==> config.mk <==
export PLATFORM = sky130hd
export DESIGN_NAME = programmable_system_interface
export DESIGN_NICKNAME = d
export VERILOG_FILES = /design/src/hw/rtl/psi_pkg.sv /design/src/hw/rtl/psi_apb.sv /design/src/hw/rtl/psi_core.sv /design/src/hw/rtl/programmable_system_interface.sv
export SDC_FILE = /design/constraint.sdc
export NUM_CORES = 1
export LEC_CHECK = 0
export BUFFER_PORTS_ARGS = -buffer_cell sky130_fd_sc_hd__buf_2
export CORE_MARGIN = 2
export CORE_UTILIZATION = 30
export DETAILED_ROUTE_END_ITERATION = 10
export PLACE_DENSITY = 0.46
export SETUP_SLACK_MARGIN = 0.3
export SLEW_MARGIN = 20
export SYNTH_ARGS = -nofsm -noshare
export SYNTH_HDL_FRONTEND = slang
export SYNTH_SLANG_ARGS = --single-unit
==> constraint.sdc <==
create_clock -name clk -period 4.3 [get_ports clk]
set_input_delay 0.86 -clock clk [delete_from_list [all_inputs] [get_ports clk]]
set_output_delay 0.86 -clock clk [all_outputs]
set_load 0.02 [all_outputs]
==> src/hw/rtl/psi_pkg.sv <==
// Package: shared word types, item codes and a helper function for the system interface.
`default_nettype none
package psi_pkg;

  // Item kinds carried in the mode field of an input word.
  typedef enum logic [1:0] {
    MODE_READ  = 2'd0,
    MODE_WRITE = 2'd1,
    MODE_PIN   = 2'd2,
    MODE_TICK  = 2'd3
  } psi_mode_t;

  // Read chunk selects.
  typedef enum logic [1:0] {
    CHUNK_LOW  = 2'd0,
    CHUNK_HIGH = 2'd1,
    CHUNK_PLO  = 2'd2,
    CHUNK_PHI  = 2'd3
  } psi_chunk_t;

  localparam int unsigned LINES      = 16;
  localparam int unsigned TIMER_W    = 14;
  localparam logic [4:0]  ADDR_CLKSEL = 5'd0;
  localparam logic [4:0]  ADDR_LAST_INTERVAL = 5'd14;
  localparam logic [4:0]  ADDR_SOFT   = 5'd15;
  localparam logic [3:0]  TIMER_LINE  = 4'd3;
  localparam logic [3:0]  FIRST_MIRROR_PIN = 4'd7;
  localparam logic [4:0]  MIRROR_BASE = 5'd22;
  localparam logic [3:0]  LEVEL_NONE  = 4'hF;
  localparam logic        CFG_REG_MASK = 1'b0;

  typedef struct packed {
    logic [1:0] mode;
    logic [4:0] address;
    logic       bit_value;
    logic [7:0] ext_pins;
  } psi_in_t;

  typedef struct packed {
    logic [7:0] read_data;
    logic       intreq;
    logic [3:0] int_level;
    logic       pin_strobe;
    logic [3:0] pin_index;
    logic       pin_level;
  } psi_out_t;

  // Lowest set line number; LEVEL_NONE when nothing is set.
  function automatic logic [3:0] lowest_line(input logic [LINES-1:0] act);
    logic [3:0] lvl;
    lvl = LEVEL_NONE;
    for (int i = LINES - 1; i >= 0; i--) begin
      if (act[i]) begin
        lvl = 4'(i);
      end
    end
    return lvl;
  endfunction

endpackage
`default_nettype wire

==> src/hw/rtl/psi_apb.sv <==
// Configuration register block: the supported interrupt line mask behind an APB-style port.
`default_nettype none
module psi_apb (
  input  wire logic        clk,
  input  wire logic        rst_n,
  input  wire logic        psel,
  input  wire logic        penable,
  input  wire logic        pwrite,
  input  wire logic [2:0]  paddr,
  input  wire logic [31:0] pwdata,
  output logic [31:0]      prdata,
  output logic             pready,
  output logic [15:0]      int_mask
);
  import psi_pkg::*;

  logic [15:0] int_mask_r;
  logic [15:0] int_mask_nxt;
  logic        wr_en;

  assign pready = 1'b1;
  assign wr_en  = psel && penable && pwrite && pready && (paddr[2] == CFG_REG_MASK);

  always_comb begin
    int_mask_nxt = int_mask_r;
    if (wr_en) begin
      int_mask_nxt = pwdata[15:0];
    end
  end

  always_ff @(posedge clk) begin
    if (!rst_n) begin
      int_mask_r <= '0;
    end else begin
      int_mask_r <= int_mask_nxt;
    end
  end

  always_comb begin
    prdata = '0;
    if (paddr[2] == CFG_REG_MASK) begin
      prdata = {16'h0000, int_mask_r};
    end
  end

  assign int_mask = int_mask_r;
endmodule
`default_nettype wire

==> src/hw/rtl/psi_core.sv <==
// Interrupt, timer and pin state with the single-pass next-state and result logic.
`default_nettype none
module psi_core (
  input  wire logic             clk,
  input  wire logic             rst_n,
  input  wire logic             take,
  input  wire psi_pkg::psi_in_t item,
  input  wire logic [15:0]      int_mask,
  output psi_pkg::psi_out_t     result
);
  import psi_pkg::*;

  logic [15:0]        line_r, line_nxt;
  logic               pend_r, pend_nxt;
  logic [15:0]        en_r, en_nxt;
  logic               act_r, act_nxt;
  logic [15:0]        pdir_r, pdir_nxt;
  logic [15:0]        pout_r, pout_nxt;
  logic [15:0]        mdir_r, mdir_nxt;
  logic [15:0]        mout_r, mout_nxt;
  logic [TIMER_W-1:0] ivl_r, ivl_nxt;
  logic [TIMER_W-1:0] dec_r, dec_nxt;
  logic [TIMER_W-1:0] lat_r, lat_nxt;
  logic               clk_mode_r, clk_mode_nxt;

  logic [7:0]  rd;
  logic [15:0] inact;
  logic [15:0] lines_act;
  logic [3:0]  pin;
  logic [3:0]  mir;
  logic [3:0]  ivl_idx;

  assign pin     = item.address[3:0];
  assign mir     = 4'(MIRROR_BASE - {1'b0, pin});
  assign ivl_idx = item.address[3:0] - 4'd1;
  assign inact   = ~line_r & int_mask;

  always_comb begin
    line_nxt     = line_r;
    pend_nxt     = pend_r;
    en_nxt       = en_r;
    pdir_nxt     = pdir_r;
    pout_nxt     = pout_r;
    mdir_nxt     = mdir_r;
    mout_nxt     = mout_r;
    ivl_nxt      = ivl_r;
    dec_nxt      = dec_r;
    lat_nxt      = lat_r;
    clk_mode_nxt = clk_mode_r;
    rd           = '0;
    result       = '0;

    unique case (psi_mode_t'(item.mode))
      MODE_READ: begin
        unique case (psi_chunk_t'(item.address[1:0]))
          CHUNK_LOW: begin
            if (clk_mode_r) begin
              rd = {lat_r[6:0], 1'b1};
            end else begin
              rd = ((inact[7:0] | item.ext_pins) & ~mdir_r[7:0]) | (mout_r[7:0] & mdir_r[7:0]);
            end
          end
          CHUNK_HIGH: begin
            if (clk_mode_r) begin
              rd = {~act_r, lat_r[13:7]};
            end else begin
              rd = ((inact[15:8] | item.ext_pins) & ~mdir_r[15:8])
                   | (mout_r[15:8] & mdir_r[15:8]);
            end
          end
          CHUNK_PLO: begin
            clk_mode_nxt = 1'b0;
            rd = (item.ext_pins & ~pdir_r[7:0]) | (pout_r[7:0] & pdir_r[7:0]);
          end
          CHUNK_PHI: begin
            clk_mode_nxt = 1'b0;
            rd = (item.ext_pins & ~pdir_r[15:8]) | (pout_r[15:8] & pdir_r[15:8]);
          end
        endcase
      end
      MODE_WRITE: begin
        priority if (item.address == ADDR_CLKSEL) begin
          if (clk_mode_r != item.bit_value) begin
            clk_mode_nxt = item.bit_value;
            if (item.bit_value) begin
              lat_nxt = (ivl_r != '0) ? dec_r : '0;
            end
          end
        end else if (item.address <= ADDR_LAST_INTERVAL) begin
          if (clk_mode_r) begin
            ivl_nxt[ivl_idx] = item.bit_value;
            dec_nxt          = ivl_nxt;
          end else begin
            en_nxt[pin] = item.bit_value;
            if (pin == TIMER_LINE) begin
              pend_nxt = 1'b0;
            end
          end
        end else if (item.address == ADDR_SOFT) begin
          if (clk_mode_r) begin
            if (!item.bit_value) begin
              pdir_nxt = '0;
              mdir_nxt = '0;
              en_nxt   = '0;
            end
          end else begin
            en_nxt[15] = item.bit_value;
          end
        end else begin
          // Pin output write; upper pins also drive their mirrored interrupt line.
          clk_mode_nxt   = 1'b0;
          pdir_nxt[pin]  = 1'b1;
          pout_nxt[pin]  = item.bit_value;
          if (pin >= FIRST_MIRROR_PIN) begin
            mdir_nxt[mir] = 1'b1;
            mout_nxt[mir] = item.bit_value;
          end
          result.pin_strobe = 1'b1;
          result.pin_index  = pin;
          result.pin_level  = item.bit_value;
        end
      end
      MODE_PIN: begin
        if (!item.address[4]) begin
          line_nxt[pin] = item.bit_value;
        end
      end
      MODE_TICK: begin
        if (ivl_r != '0) begin
          if (dec_r <= TIMER_W'(1)) begin
            pend_nxt = 1'b1;
            dec_nxt  = ivl_r;
          end else begin
            dec_nxt = dec_r - TIMER_W'(1);
          end
        end
      end
    endcase

    lines_act = line_nxt;
    if (ivl_nxt != '0) begin
      lines_act[TIMER_LINE] = pend_nxt;
    end
    lines_act = lines_act & en_nxt & ~mdir_nxt;
    act_nxt   = |lines_act;

    result.read_data = rd;
    result.intreq    = act_nxt;
    result.int_level = lowest_line(lines_act);
  end

  always_ff @(posedge clk) begin
    if (!rst_n) begin
      line_r     <= '0;
      pend_r     <= 1'b0;
      en_r       <= '0;
      act_r      <= 1'b0;
      pdir_r     <= '0;
      pout_r     <= '0;
      mdir_r     <= '0;
      mout_r     <= '0;
      ivl_r      <= '0;
      dec_r      <= '0;
      lat_r      <= '0;
      clk_mode_r <= 1'b0;
    end else if (take) begin
      line_r     <= line_nxt;
      pend_r     <= pend_nxt;
      en_r       <= en_nxt;
      act_r      <= act_nxt;
      pdir_r     <= pdir_nxt;
      pout_r     <= pout_nxt;
      mdir_r     <= mdir_nxt;
      mout_r     <= mout_nxt;
      ivl_r      <= ivl_nxt;
      dec_r      <= dec_nxt;
      lat_r      <= lat_nxt;
      clk_mode_r <= clk_mode_nxt;
    end
  end
endmodule
`default_nettype wire

==> src/hw/rtl/programmable_system_interface.sv <==
// Top level of the programmable system interface: input stage, core and result stage.
//
//   Channel  Direction  Handshake                 Word
//   in_      input      in_valid / in_stall       psi_in_t (mode, address, bit_value, ext_pins)
//   out_     output     out_valid / out_stall     psi_out_t (read_data .. pin_level)
//   cfg_     config     psel, penable, pready     supported interrupt mask at byte 0
//
// Each word is taken into the input register, passes through the core and is loaded into
// the result register, from which it can leave; one word is taken every cycle while the
// result side is not stalled. The whole update (the state bits, the decrementer step and
// the 16-line priority encoder) sits between those two registers in the core.
// Reset is synchronous and active low; it clears every state and valid register.
// A stall on a valid result holds the result register; an occupied input register then
// holds too and in_stall rises, so no word is lost or taken twice.
`default_nettype none
module programmable_system_interface (
  input  wire logic              clk,
  input  wire logic              rst_n,
  input  wire logic              in_valid,
  output logic                   in_stall,
  input  wire psi_pkg::psi_in_t  in_data,
  output logic                   out_valid,
  input  wire logic              out_stall,
  output psi_pkg::psi_out_t      out_data,
  input  wire logic              cfg_psel,
  input  wire logic              cfg_penable,
  input  wire logic              cfg_pwrite,
  input  wire logic [2:0]        cfg_paddr,
  input  wire logic [31:0]       cfg_pwdata,
  output logic [31:0]            cfg_prdata,
  output logic                   cfg_pready
);
  import psi_pkg::*;

  logic        in_valid_r, in_valid_nxt;
  psi_in_t     in_data_r;
  logic        out_valid_r, out_valid_nxt;
  psi_out_t    out_data_r;
  psi_out_t    core_result;
  logic        take;
  logic        out_hold;
  logic [15:0] int_mask;

  psi_apb u_apb (
    .clk      (clk),
    .rst_n    (rst_n),
    .psel     (cfg_psel),
    .penable  (cfg_penable),
    .pwrite   (cfg_pwrite),
    .paddr    (cfg_paddr),
    .pwdata   (cfg_pwdata),
    .prdata   (cfg_prdata),
    .pready   (cfg_pready),
    .int_mask (int_mask)
  );

  // The result register is held while a finished word waits on a stalled receiver.
  assign out_hold = out_valid_r && out_stall;
  // The word in the input register moves on, and updates the state, when the
  // result register is free or being emptied in this cycle.
  assign take     = in_valid_r && !out_hold;
  assign in_stall = in_valid_r && out_hold;

  psi_core u_core (
    .clk      (clk),
    .rst_n    (rst_n),
    .take     (take),
    .item     (in_data_r),
    .int_mask (int_mask),
    .result   (core_result)
  );

  always_comb begin
    in_valid_nxt = in_valid_r;
    if (!in_stall) begin
      in_valid_nxt = in_valid;
    end
  end

  always_comb begin
    out_valid_nxt = out_valid_r;
    if (take) begin
      out_valid_nxt = 1'b1;
    end else if (!out_stall) begin
      out_valid_nxt = 1'b0;
    end
  end

  always_ff @(posedge clk) begin
    if (!rst_n) begin
      in_valid_r  <= 1'b0;
      out_valid_r <= 1'b0;
    end else begin
      in_valid_r  <= in_valid_nxt;
      out_valid_r <= out_valid_nxt;
    end
  end

  // Payload registers carry no reset.
  always_ff @(posedge clk) begin
    if (!in_stall) begin
      in_data_r <= in_data;
    end
    if (take) begin
      out_data_r <= core_result;
    end
  end

  assign out_valid = out_valid_r;
  assign out_data  = out_data_r;
endmodule
`default_nettype wire

==> results of run 1 <==
[metal layers]
metal | up-vias | wire (microns) | GRT usage
met4 | 0 | 1460 | 0.0899
met3 | 56 | 2320 | 0.0437
met2 | 328 | 16900 | 0.322
met1 | 4778 | 18800 | 0.320
li1 | 4644 | - | -
met5 | - | 0 | 0
[power breakdown]
group	leakage, nW	switching (mW)	internal (mW)
Sequential	1.61	0.0271	1.87
Clock	0.277	0.827	0.776
Combinational	2.18	0.266	0.108
[tightest hold or removal path: cells and delay by family, from the launching register on]
kind | cells | cell delay (ns)
flip-flops | 1 | 0.31
AND/OR/NAND/NOR | 1 | 0.05
AO/OA/AOI/OAI | 1 | 0.05
[placed cells by master (no fill, tap or decap), types with 8 or more instances in the layout]
| cell | netlist | routed |
|---|---|---|
| a21oi_1 | 191 | 191 |
| a22oi_1 | 20 | 20 |
| a31oi_1 | 9 | 9 |
| and2_1 | 20 | 20 |
| and3_1 | 9 | 9 |
| buf_2 | 8 | 76 |
| buf_4 | 19 | 54 |
| clkbuf_16 | 0 | 17 |
| conb_1 | 2 | 17 |
| dfxtp_1 | 159 | 159 |
| edfxtp_1 | 35 | 35 |
| inv_1 | 26 | 25 |
| mux2i_1 | 21 | 21 |
| nand2_1 | 147 | 147 |
| nand2b_1 | 9 | 9 |
| nand3_1 | 86 | 86 |
| nand4_1 | 11 | 11 |
| nor2_1 | 113 | 113 |
| nor2b_1 | 23 | 23 |
| nor3_1 | 18 | 18 |
| o21ai_0 | 96 | 96 |
| o22ai_1 | 8 | 8 |
| o31ai_1 | 9 | 9 |
[flip-flops by register name, indices dropped and copies added (netlist names), 15 cells and up, named ones only]
signal / flops
in_data_r: 16
out_data: 19
u_apb.int_mask: 16
u_core.en_r: 16
u_core.line_r: 16
u_core.mdir_r: 16
u_core.mout_r: 16
u_core.pdir_r: 15
u_core.pout_r: 16
[how the worst min path moves through the flow]
stage | startpoint | endpoint | slack [ns] | depth (start not counted)
floorplan | u_core.en_r[0]$_SDFFE_PN0P_ | u_core.en_r[0]$_SDFFE_PN0P_ | 0.41 | 2
global placement | u_core.en_r[0]$_SDFFE_PN0P_ | u_core.en_r[0]$_SDFFE_PN0P_ | 0.44 | 2
detailed placement | u_core.mout_r[5]$_SDFFE_PN0P_ | u_core.mout_r[5]$_SDFFE_PN0P_ | 0.44 | 1
CTS | u_core.en_r[0]$_SDFFE_PN0P_ | u_core.en_r[0]$_SDFFE_PN0P_ | 0.46 | 2
global route | u_core.en_r[0]$_SDFFE_PN0P_ | u_core.en_r[0]$_SDFFE_PN0P_ | 0.47 | 2
finish | u_core.lat_r[3]$_SDFFE_PN0P_ | u_core.lat_r[3]$_SDFFE_PN0P_ | 0.45 | 2
[stage by stage]
stage | setup WS [ns] | std cells
2_1_floorplan | 1.30 | 1292
3_3_place_gp | 0.831 | 1752
3_5_place_dp | 0.791 | 1752
4_1_cts | 0.759 | 1784
5_1_grt | 0.551 | 1784
6_report | 0.734 | 1784
[final cells by class]
| class | count | area [sq um] |
|---|---|---|
| Fill cell | 3607 | 21700 |
| Tap cell | 448 | 561 |
| Timing Repair Buffer | 133 | 846 |
| Clock inverter | 14 | 139 |
| Clock buffer | 18 | 429 |
| Multi-Input combinational cell | 950 | 5310 |
| Sequential cell | 194 | 4230 |
| Inverter | 27 | 103 |
[cells by family (layout without fill, tap and decap cells)]
logic type	after synthesis	count (layout)	share of synthesized area
fa+ha+maj	2	2	0.00248
simple gates	508	508	0.259
mux	22	22	0.0219
flops	194	194	0.419
compound gates	393	393	0.226
buf+inv	148	192	0.0631
other cells	2	17	0.000744
xor+xnor	8	8	0.00694
==> summary.md, run 1 <==
| Metric | Value |
|---|---|
| PD cells | 334 nW/um^2 |
| Fin crit period | 3.57 ns |
| Pwr Total | 3.88 mW |
| Clk root buf | clkbuf_16 |
| FP Rows | 67 |
| FMAX | 280 MHz |
| Crit path DAT | 3.80 ns |
| Top cells by area, synth | dfxtp_1 32%, edfxtp_1 10%, a21oi_1 9.5%, nand2_1 5.5%, o21ai_0 4.8% |
| Clk_lat worst skew | 0.45 ns |
| Antenna Cells | 0 |
| Post-CTS Hold Buffers | 0 |
| P_leak | 4.07 nW |
| Die area | 35100 sq um |
| Worst R2R Setup Slack | 0.73 ns |
| Most used DFF post-synth | dfxtp_1 |
| Area Overhead vs Synth | 15.1% |
| CP Launch Type | flop |
| Part of the Yosys area used for sequential elements | 0.419 |
| Cell mode on critical path | buf_4 |
| Crit end category | flop |
| Yosys cell types | 72 |
| Vias/cell | 5.50 |
| Core Util, Final | 0.348 |
| Largest net degree at the start of global routing | 120 |
| H-tree levels | 4 |
| CTS tree | built |
| Reg2Reg Capture Point | out_data[6]$_SDFFCE_PP0P_ |
| Post-route ant nets | 0 |
| Wirelength per Cell | 22.1 microns |
| Cts repair resizes | 0 |
| Chip Height | 187 microns |
| Tcrit/Tclk final | 0.829 |
| Synth Instances | 1277 |
| Count leader, synth | a21oi_1 |
| Area post-placement | 11100 sq um |
| Final Hold Vio Count | 0 |
| Vias in the first global route | 9076 |
| Worst-path cell chain | buf_4 > and4_1 > buf_4 > nand4_1 > a22oi_1 > or4b_4 > and3_1 > a211oi_1 |
| Slew @ Worst Pin | 0.853 ns |
| Final WL | 39500 microns |
| Kind of critical path | flop to flop |
| Clock slew at reported path FFs | 0.07 ns |
| Nets | 1383 |
| Grt ovf | 0 |
| R2R Path Start | in_data_r[12]$_DFFE_PN_ |
| GR Util All Layers | 0.222 |
| Ports | 112 |
| Yosys reg bits | 194 |
| Hold_ws | 0.455 ns |
| RSZ-0062 raised after global routing | false |
| Num CTS Buffers | 17 |
| Clock tree buffer depth | 2 |
| Slowest CP cell | or4b_4 |
| Routability congestion estimate | 0.924 |
| Initial antenna violation count | 1 |
| CP Max Fanout | 20 |
| Routed via count | 9806 |
| Share of post-route cells with drive strength above 1 | 0.148 |
| Core area | 33400 sq um |
| Post-route setup TNS | 0 ns |
| DP Wirelength | 28000 microns |
| Global-route wire length before repair | 58700 microns |
| Max-slew headroom | 0.430 |
| Initial Util | 0.303 |
| Iter 0 DRT Violations | 1082 |
| Post-synth top area share | 0.315 |
| Worst path required time | 4.54 ns |
| Post-synth EDFFs | 35 |
| Worst vdd ir | 0.000277 V |
| Maxcap violations | 0 |
| PortBufs | 76 |
| Post-synth top cells | 191 x a21oi_1, 159 x dfxtp_1, 147 x nand2_1, 113 x nor2_1, 96 x o21ai_0 |
| Average cell area after synthesis | 7.91 sq um |
| Die X-Extent | 187 microns |
| Outcome | completed |
| Mapped Area | 10100 sq um |
| Finished Cell Area | 11600 sq um |
| First-pass iteration count of the detailed router | 5 |
| Clk sinks | 194 |
| CP Launch Point | in_data_r[12]$_DFFE_PN_ |
| Dominant cell type by area after synthesis | dfxtp_1 |
| Crit path to | out_data[6]$_SDFFCE_PP0P_ |
| Setup violators final | 0 |
| Worst Path Buf+Inv | 2 |
| Ys Warns | 0 |
| Crit-path max cell delay | 0.52 ns |
| Fin. max-slew vios | 0 |
| HP Class | flop to flop |
| Post-route DRC | 0 |
| # Post-CTS Setup Buffers | 0 |
| Stages on the worst setup path | 8 |
| CP top delay family | simple AND/OR/NAND/NOR gates |
| Ys async rst share | 0 |
| Clock Skews | 0.0192 ns |
| Worst Reg-to-Reg Cells | 8 |
No activity file was read; power rests on OpenSTA's default activity.
==> run 2, diff against run 1 <==
--- a/config.mk
+++ b/config.mk
@@ -9,7 +9,7 @@
 export CORE_MARGIN = 2
 export CORE_UTILIZATION = 30
 export DETAILED_ROUTE_END_ITERATION = 10
-export PLACE_DENSITY = 0.46
+export PLACE_DENSITY = 0.48
 export SETUP_SLACK_MARGIN = 0.3
 export SLEW_MARGIN = 20
 export SYNTH_ARGS = -nofsm -noshare
==> constraint.sdc (replaced) <==
create_clock -name clk -period 2.9 [get_ports clk]
set_input_delay 0.58 -clock clk [delete_from_list [all_inputs] [get_ports clk]]
set_output_delay 0.58 -clock clk [all_outputs]
set_load 0.02 [all_outputs]
==> run 2 against run 1 <==
  * The flow now finishes with violations (setup timing)
  * Global-route usage is 0.55 points higher
  * Sequential power is 48% higher
  * Total power is 51% higher
  * Clock-buffer cell count stayed put
  * Worst setup slack worse by 0.94 ns
  * Register-to-register slack worse by 0.94 ns
  * Critical path type unchanged
==> summary.md, run 2 (synthesized netlist as in run 1, its figures left out) <==
| Metric | Value |
|---|---|
| Vias/cell | 5.38 (-2.1%) |
| Die area | 35100 sq um (unchanged) |
| Slew @ Worst Pin | 0.835 ns (-0.0181 ns) |
| Iter 0 DRT Violations | 1103 (+1.9%) |
| PD cells | 462 nW/um^2 (+38%) |
| Clk_lat worst skew | 0.47 ns (+0.02 ns) |
| Kind of critical path | flop to flop |
| Fin. max-slew vios | 0 (unchanged) |
| Area Overhead vs Synth | 25.6% |
| Share of post-route cells with drive strength above 1 | 0.231 (+0.0828) |
| FP Rows | 67 (unchanged) |
| Clk sinks | 194 (unchanged) |
| Worst Path Buf+Inv | 2 (unchanged) |
| Failing checks | setup timing |
| Ports | 112 (unchanged) |
| DP Wirelength | 29900 microns (+6.8%) |
| Final WL | 40300 microns (+2.1%) |
| Max FFs per register | 19 (unchanged) |
| Outcome | complete, but fails checks |
| Crit path DAT | 3.31 ns (-0.49 ns) |
| Initial antenna violation count | 0 (-1) |
| Leading cell type in the layout, fill and taps excluded | a21oi_1 |
| Final Hold Vio Count | 0 (unchanged) |
| Finished Cell Area | 12700 sq um (+9.2%) |
| CP Launch Point | in_data_r[9]$_DFFE_PN_ |
| Pwr Total | 5.86 mW (+51%) |
| Routed via count | 10.2k (+4.2%) |
| H-tree levels | 4 (unchanged) |
| Num CTS Buffers | 17 (unchanged) |
| R2R Path Start | in_data_r[9]$_DFFE_PN_ |
| Clk root buf | clkbuf_16 |
| Placed insts | 1862 (+6.3%) |
| CP top delay family | simple AND/OR/NAND/NOR gates |
| Fill cells | 3572 (-0.97%) |
| Cell mode on critical path | buf_4 |
| Vias in the first global route | 9502 (+4.7%) |
| FMAX | 322 MHz (+15%) |
| Nets | 1497 (+8.2%) |
| CTS tree | built |
| Global-route wire length before repair | 59900 microns (+2.0%) |
| Worst path required time | 3.10 ns (-1.44 ns) |
| Wirelength per Cell | 21.2 microns (-4.0%) |
| Final worst slack | -0.205 ns (-0.939 ns) |
| Fin crit period | 3.11 ns (-0.461 ns) |
| RSZ-0062 raised after global routing | true |
| Initial Util | 0.303 (unchanged) |
| Core area | 33400 sq um (unchanged) |
| Non-filler instance count after layout | 1898 (+6.4%) |
| Max-slew headroom | 0.436 (+0.00638) |
| Chip Height | 187 microns (unchanged) |
| Antenna Cells | 0 (unchanged) |
| Clock tree buffer depth | 2 (unchanged) |
| Routability congestion estimate | 0.948 (+2.7%) |
| First-pass iteration count of the detailed router | 5 (unchanged) |
| GR Util All Layers | 0.227 (+0.00553) |
| Setup violators final | 6 (+6) |
| Die X-Extent | 187 microns (unchanged) |
| Worst-path cell chain | buf_4 > buf_4 > or2_2 > o21ai_1 > a211oi_1 > or4_4 > or4b_4 > nand3_4 > and3b_1 |
| Clock slew at reported path FFs | 0.08 ns (about the same) |
| Tcrit/Tclk final | 1.07 (+0.241) |
| PortBufs | 76 (unchanged) |
| Area post-placement | 11900 sq um (+7.8%) |
| CP Max Fanout | 13 (-35%) |
| Largest net degree at the start of global routing | 120 (unchanged) |
| Maxcap violations | 0 (unchanged) |
| P_leak | 4.70 nW (+16%) |
| Crit-path max cell delay | 0.60 ns (+0.08 ns) |
| Most frequent cells in the layout | 191 x a21oi_1, 164 x buf_4, 159 x dfxtp_1, 145 x nand2_1, 112 x nor2_1 |
| Slowest CP cell | or4_4 |
| Worst vdd ir | 0.000413 V (+49%) |
| Crit end category | flop |
| CP Launch Type | flop |
| HP Class | primary input to flop |
| Clock Skews | 0.0162 ns (-0.00299 ns) |
| Grt ovf | 0 (unchanged) |
| Post-route DRC | 0 (unchanged) |
| Post-route ant nets | 0 (unchanged) |
| Hold path startpoint | in_data[6] |
-- run 2: layout make-up --
class / instances / area, sq um / share of cell area
multi-input cells: 950 / 5460 / 0.431
repair buffers: 247 / 1730 / 0.137
clock buffers: 18 / 429 / 0.0338
inverters: 27 / 103 / 0.00809
clock inverters: 14 / 160 / 0.0126
well taps: 448 / 561 / 0.0442
flip-flops and latches: 194 / 4230 / 0.334
-- run 2: worst register-to-register path: stages (launching register included) --
cell,delay (ns)
edfxtp_1,0.49
buf_4,0.18
buf_4,0.17
or2_2,0.33
o21ai_1,0.15
a211oi_1,0.10
or4_4,0.60
or4b_4,0.53
nand3_4,0.09
and3b_1,0.21
-- run 2: report_power, final --
part / internal [mW] / switching [mW] / leakage [nW] / total (mW)
sequential: 2.78 / 0.0384 / 1.61 / 2.81
combinational: 0.221 / 0.410 / 2.80 / 0.631
clock: 1.17 / 1.24 / 0.289 / 2.41
-- run 2: metrics by stage --
| step | TNS (ns) | hold WS (ns) | worst slack, ns | util |
|---|---|---|---|---|
| 2_1_floorplan | -0.0310 | 0.411 | -0.0162 | - |
| 3_3_place_gp | -1.56 | 0.433 | -0.298 | 0.357 |
| 3_5_place_dp | -1.52 | 0.434 | -0.289 | 0.357 |
| 4_1_cts | -0.836 | 0.275 | -0.178 | 0.377 |
| 5_1_grt | -1.55 | 0.278 | -0.315 | 0.380 |
| 6_report | -0.970 | 0.294 | -0.205 | 0.380 |
-- run 2: worst paths after layout --
path	slack (ns)	to	cells past startpoint
worst max register to register	-0.21	out_data[9]$_SDFFCE_PP0P_	9
worst max-delay path	-0.21	out_data[9]$_SDFFCE_PP0P_	9
worst min-delay path	0.29	in_data_r[6]$_DFFE_PN_	1
worst min register to register	0.45	u_core.en_r[0]$_SDFFE_PN0P_	2
-- run 2: layer usage --
layer / GRT usage / up-vias / wire [microns]
met5: 0 / - / 0
met4: 0.0884 / 0 / 1260
met3: 0.0492 / 65 / 2820
met2: 0.338 / 366 / 17500
met1: 0.321 / 4896 / 18700
li1: - / 4891 / -
-- run 2: repair_timing --
| item | CTS | global route |
|---|---|---|
| setup endpoints to repair | 34 | 29 |
| gates resized for setup | 16 | 19 |
| endpoints found under the hold margin | 0 | 0 |
| setup buffers | 3 | 1 |
| pin swaps | 2 | 3 |
| hold buffers | 0 | 0 |
==> run 3, diff against run 2 <==
--- a/config.mk
+++ b/config.mk
@@ -9,7 +9,7 @@
 export CORE_MARGIN = 2
 export CORE_UTILIZATION = 30
 export DETAILED_ROUTE_END_ITERATION = 10
-export PLACE_DENSITY = 0.48
+export PLACE_DENSITY = 0.46
 export SETUP_SLACK_MARGIN = 0.3
 export SLEW_MARGIN = 20
 export SYNTH_ARGS = -nofsm -noshare
==> constraint.sdc (replaced) <==
create_clock -name clk -period 3.8 [get_ports clk]
set_input_delay 0.76 -clock clk [delete_from_list [all_inputs] [get_ports clk]]
set_output_delay 0.76 -clock clk [all_outputs]
set_load 0.02 [all_outputs]
==> run 3 against run 2 <==
  * The run now ends clean
  * Fmax decreased by 6.9%
  * Hold slack better by 0.15 ns
  * Sequential share of layout area rose by 2.6 points
  * First-iteration DRC count down 1.5%
  * Global-route usage is 0.43 points lower
  * Wire length is 2.7% lower
  * Via count down 3.5%
  * Clock power fell by 24%
==> summary.md, run 3 (synthesized netlist as in run 1, its figures left out) <==
| Metric | Value |
|---|---|
| Global-route wire length before repair | 58800 microns (-1.9%) |
| Clock tree buffer depth | 2 (unchanged) |
| Initial antenna violation count | 1 (+1) |
| Clock Skews | 0.0126 ns (-0.00364 ns) |
| GR Util All Layers | 0.223 (-0.00429) |
| Most frequent cells in the layout | 191 x a21oi_1, 159 x dfxtp_1, 147 x nand2_1, 113 x nor2_1, 96 x o21ai_0 |
| Fin crit period | 3.33 ns (+0.229 ns) |
| Post-route setup TNS | 0 ns (+0.970 ns) |
| Clk root buf | clkbuf_16 |
| Slew @ Worst Pin | 0.907 ns (+0.0720 ns) |
| Int Power | 3.13 mW (-25%) |
| Ports | 112 (unchanged) |
| H-tree levels | 4 (unchanged) |
| Nets | 1403 (-6.3%) |
| First-pass iteration count of the detailed router | 5 (unchanged) |
| Wirelength per Cell | 21.7 microns (+2.4%) |
| Clk_lat worst skew | 0.47 ns (about the same) |
| Post-route ant nets | 0 (unchanged) |
| CP Max Fanout | 16 (+3) |
| Max FFs per register | 19 (unchanged) |
| FP Rows | 67 (unchanged) |
| Area Overhead vs Synth | 16.7% |
| Core Util, Final | 0.353 (-0.0271) |
| Cells on Worst Hold Path | 2 (+1) |
| Power share of the combinational group | 0.097 (-0.011) |
| Cell mode on critical path | buf_4 |
| Worst-path cell chain | buf_4 > or4_1 > buf_4 > nand3_1 > a21oi_1 > o2111ai_1 > nor2b_1 > a311oi_1 > o21ai_0 > a211oi_1 |
| Num CTS Buffers | 17 (unchanged) |
| Hold path startpoint | u_core.en_r[0]$_SDFFE_PN0P_ |
| Kind of critical path | flop to flop |
| Antenna Cells | 0 (unchanged) |
| Clock slew at reported path FFs | 0.08 ns (about the same) |
| Switch Pwr | 1.29 mW (-24%) |
| Routed via count | 9862 (-3.5%) |
| Vias/cell | 5.47 (+1.5%) |
| Final WL | 39200 microns (-2.7%) |
| Clock power frac | 0.416 (+0.004) |
| Worst R2R Setup Slack | 0.47 ns (+0.67 ns) |
| DP Wirelength | 28300 microns (-5.3%) |
| HP Class | flop to flop |
| Max-slew headroom | 0.394 (-0.0424) |
| Vias in the first global route | 9230 (-2.9%) |
| FMAX | 300 MHz (-6.9%) |
| R2R Path Start | in_data_r[12]$_DFFE_PN_ |
| P_leak | 4.18 nW (-11%) |
| Die area | 35100 sq um (unchanged) |
| Chip Height | 187 microns (unchanged) |
| Largest net degree at the start of global routing | 120 (unchanged) |
| CP Launch Type | flop |
| Maxcap violations | 0 (unchanged) |
| Endpoint, Worst Hold | u_core.en_r[0]$_SDFFE_PN0P_ |
| Pwr Total | 4.42 mW (-25%) |
| Worst Reg-to-Reg Cells | 10 (+1) |
| Outcome | completed |
| Finished Cell Area | 11800 sq um (-7.1%) |
| Die X-Extent | 187 microns (unchanged) |
| Worst Path Buf+Inv | 2 (unchanged) |
| Fin. max-slew vios | 0 (unchanged) |
| Tcrit/Tclk final | 0.877 (-0.193) |
| Share of post-route cells with drive strength above 1 | 0.162 (-0.0695) |
| Net Sw Frac | 0.291 (+0.00228) |
| Reg2Reg Capture Point | out_data[6]$_SDFFCE_PP0P_ |
| Iter 0 DRT Violations | 1087 (-1.5%) |
| CTS tree | built |
| Cts repair resizes | 0 (-16) |
| Crit path DAT | 3.53 ns (+0.22 ns) |
| Core area | 33400 sq um (unchanged) |
| PortBufs | 76 (unchanged) |
| Crit-path max cell delay | 0.73 ns (+0.13 ns) |
| Slowest CP cell | or4_1 |
| Worst vdd ir | 0.000304 V (-27%) |
| Setup violators final | 0 (-6) |
| Clk sinks | 194 (unchanged) |
| Initial Util | 0.303 (unchanged) |
| Post-route DRC | 0 (unchanged) |
| Sequential power share | 0.486 (+0.005) |
| CP top delay family | simple AND/OR/NAND/NOR gates |
| Crit end category | flop |
| RSZ-0062 raised after global routing | false |
| Worst path required time | 4.00 ns (+0.90 ns) |
| Area post-placement | 11200 sq um (-6.2%) |
| Final Hold Vio Count | 0 (unchanged) |
| Leading cell type in the layout, fill and taps excluded | a21oi_1 |
| Routability congestion estimate | 0.939 (-0.97%) |
| PD cells | 375 nW/um^2 (-19%) |
| Grt ovf | 0 (unchanged) |
[run 3: layout make-up]
type	instances	area, sq um
clock buffer	17	425
clock inverter	15	165
fill	3631	21600
inverter	27	103
multi-input combinational	950	5310
sequential	194	4230
tap	448	561
timing repair buffer	153	983
[run 3: worst max path at each step]
stage / startpoint / to / cells after the start
finish: in_data_r[12]$_DFFE_PN_ / out_data[6]$_SDFFCE_PP0P_ / 10
global route: in_data_r[10]$_DFFE_PN_ / u_core.act_r$_SDFFE_PN0P_ / 10
CTS: in_data_r[12]$_DFFE_PN_ / out_data[7]$_SDFFCE_PP0P_ / 10
detailed placement: in_data_r[12]$_DFFE_PN_ / out_data[7]$_SDFFCE_PP0P_ / 10
global placement: in_data_r[9]$_DFFE_PN_ / out_data[6]$_SDFFCE_PP0P_ / 10
floorplan: in_data_r[12]$_DFFE_PN_ / out_data[9]$_SDFFCE_PP0P_ / 8
[run 3: what timing repair did]
action                                  CTS  global route
buffers inserted                          0             2
hold buffers                              0             0
endpoints found under the setup margin    0             6
hold endpoints to repair                  0             0
[run 3: stage by stage]
step / cells / setup slack, ns / hold slack [ns]
floorplan: 1292 / 0.796 / 0.411
global placement: 1770 / 0.444 / 0.420
detailed placement: 1770 / 0.425 / 0.426
CTS: 1802 / 0.415 / 0.438
global route: 1804 / 0.312 / 0.453
finish: 1804 / 0.466 / 0.439
[run 3: per-layer routing]
layer,share of wire,global-route usage,wire length (microns),up-vias
met4,0.037,0.101,1450,2
met5,0.00031,0,12,-
met2,0.42,0.321,16600,394
met3,0.071,0.0415,2800,62
met1,0.47,0.322,18300,4721
li1,-,-,-,4683
[run 3: worst register-to-register path, stage by stage, from the launching register on]
cell	delay (ns)
edfxtp_1	0.47
buf_4	0.25
or4_1	0.73
buf_4	0.24
nand3_1	0.30
a21oi_1	0.13
o2111ai_1	0.37
nor2b_1	0.19
a311oi_1	0.06
o21ai_0	0.24
a211oi_1	0.10
[run 3: power groups by stage]
stage | clock network [mW] | logic [mW] | registers [mW]
3_3_place_gp | 0 | 0.423 | 2.20
5_1_grt | 1.97 | 0.464 | 2.15
4_1_cts | 1.88 | 0.425 | 2.15
6_report | 1.84 | 0.431 | 2.15
2_1_floorplan | 0 | 0.252 | 2.19
3_5_place_dp | 0 | 0.424 | 2.20
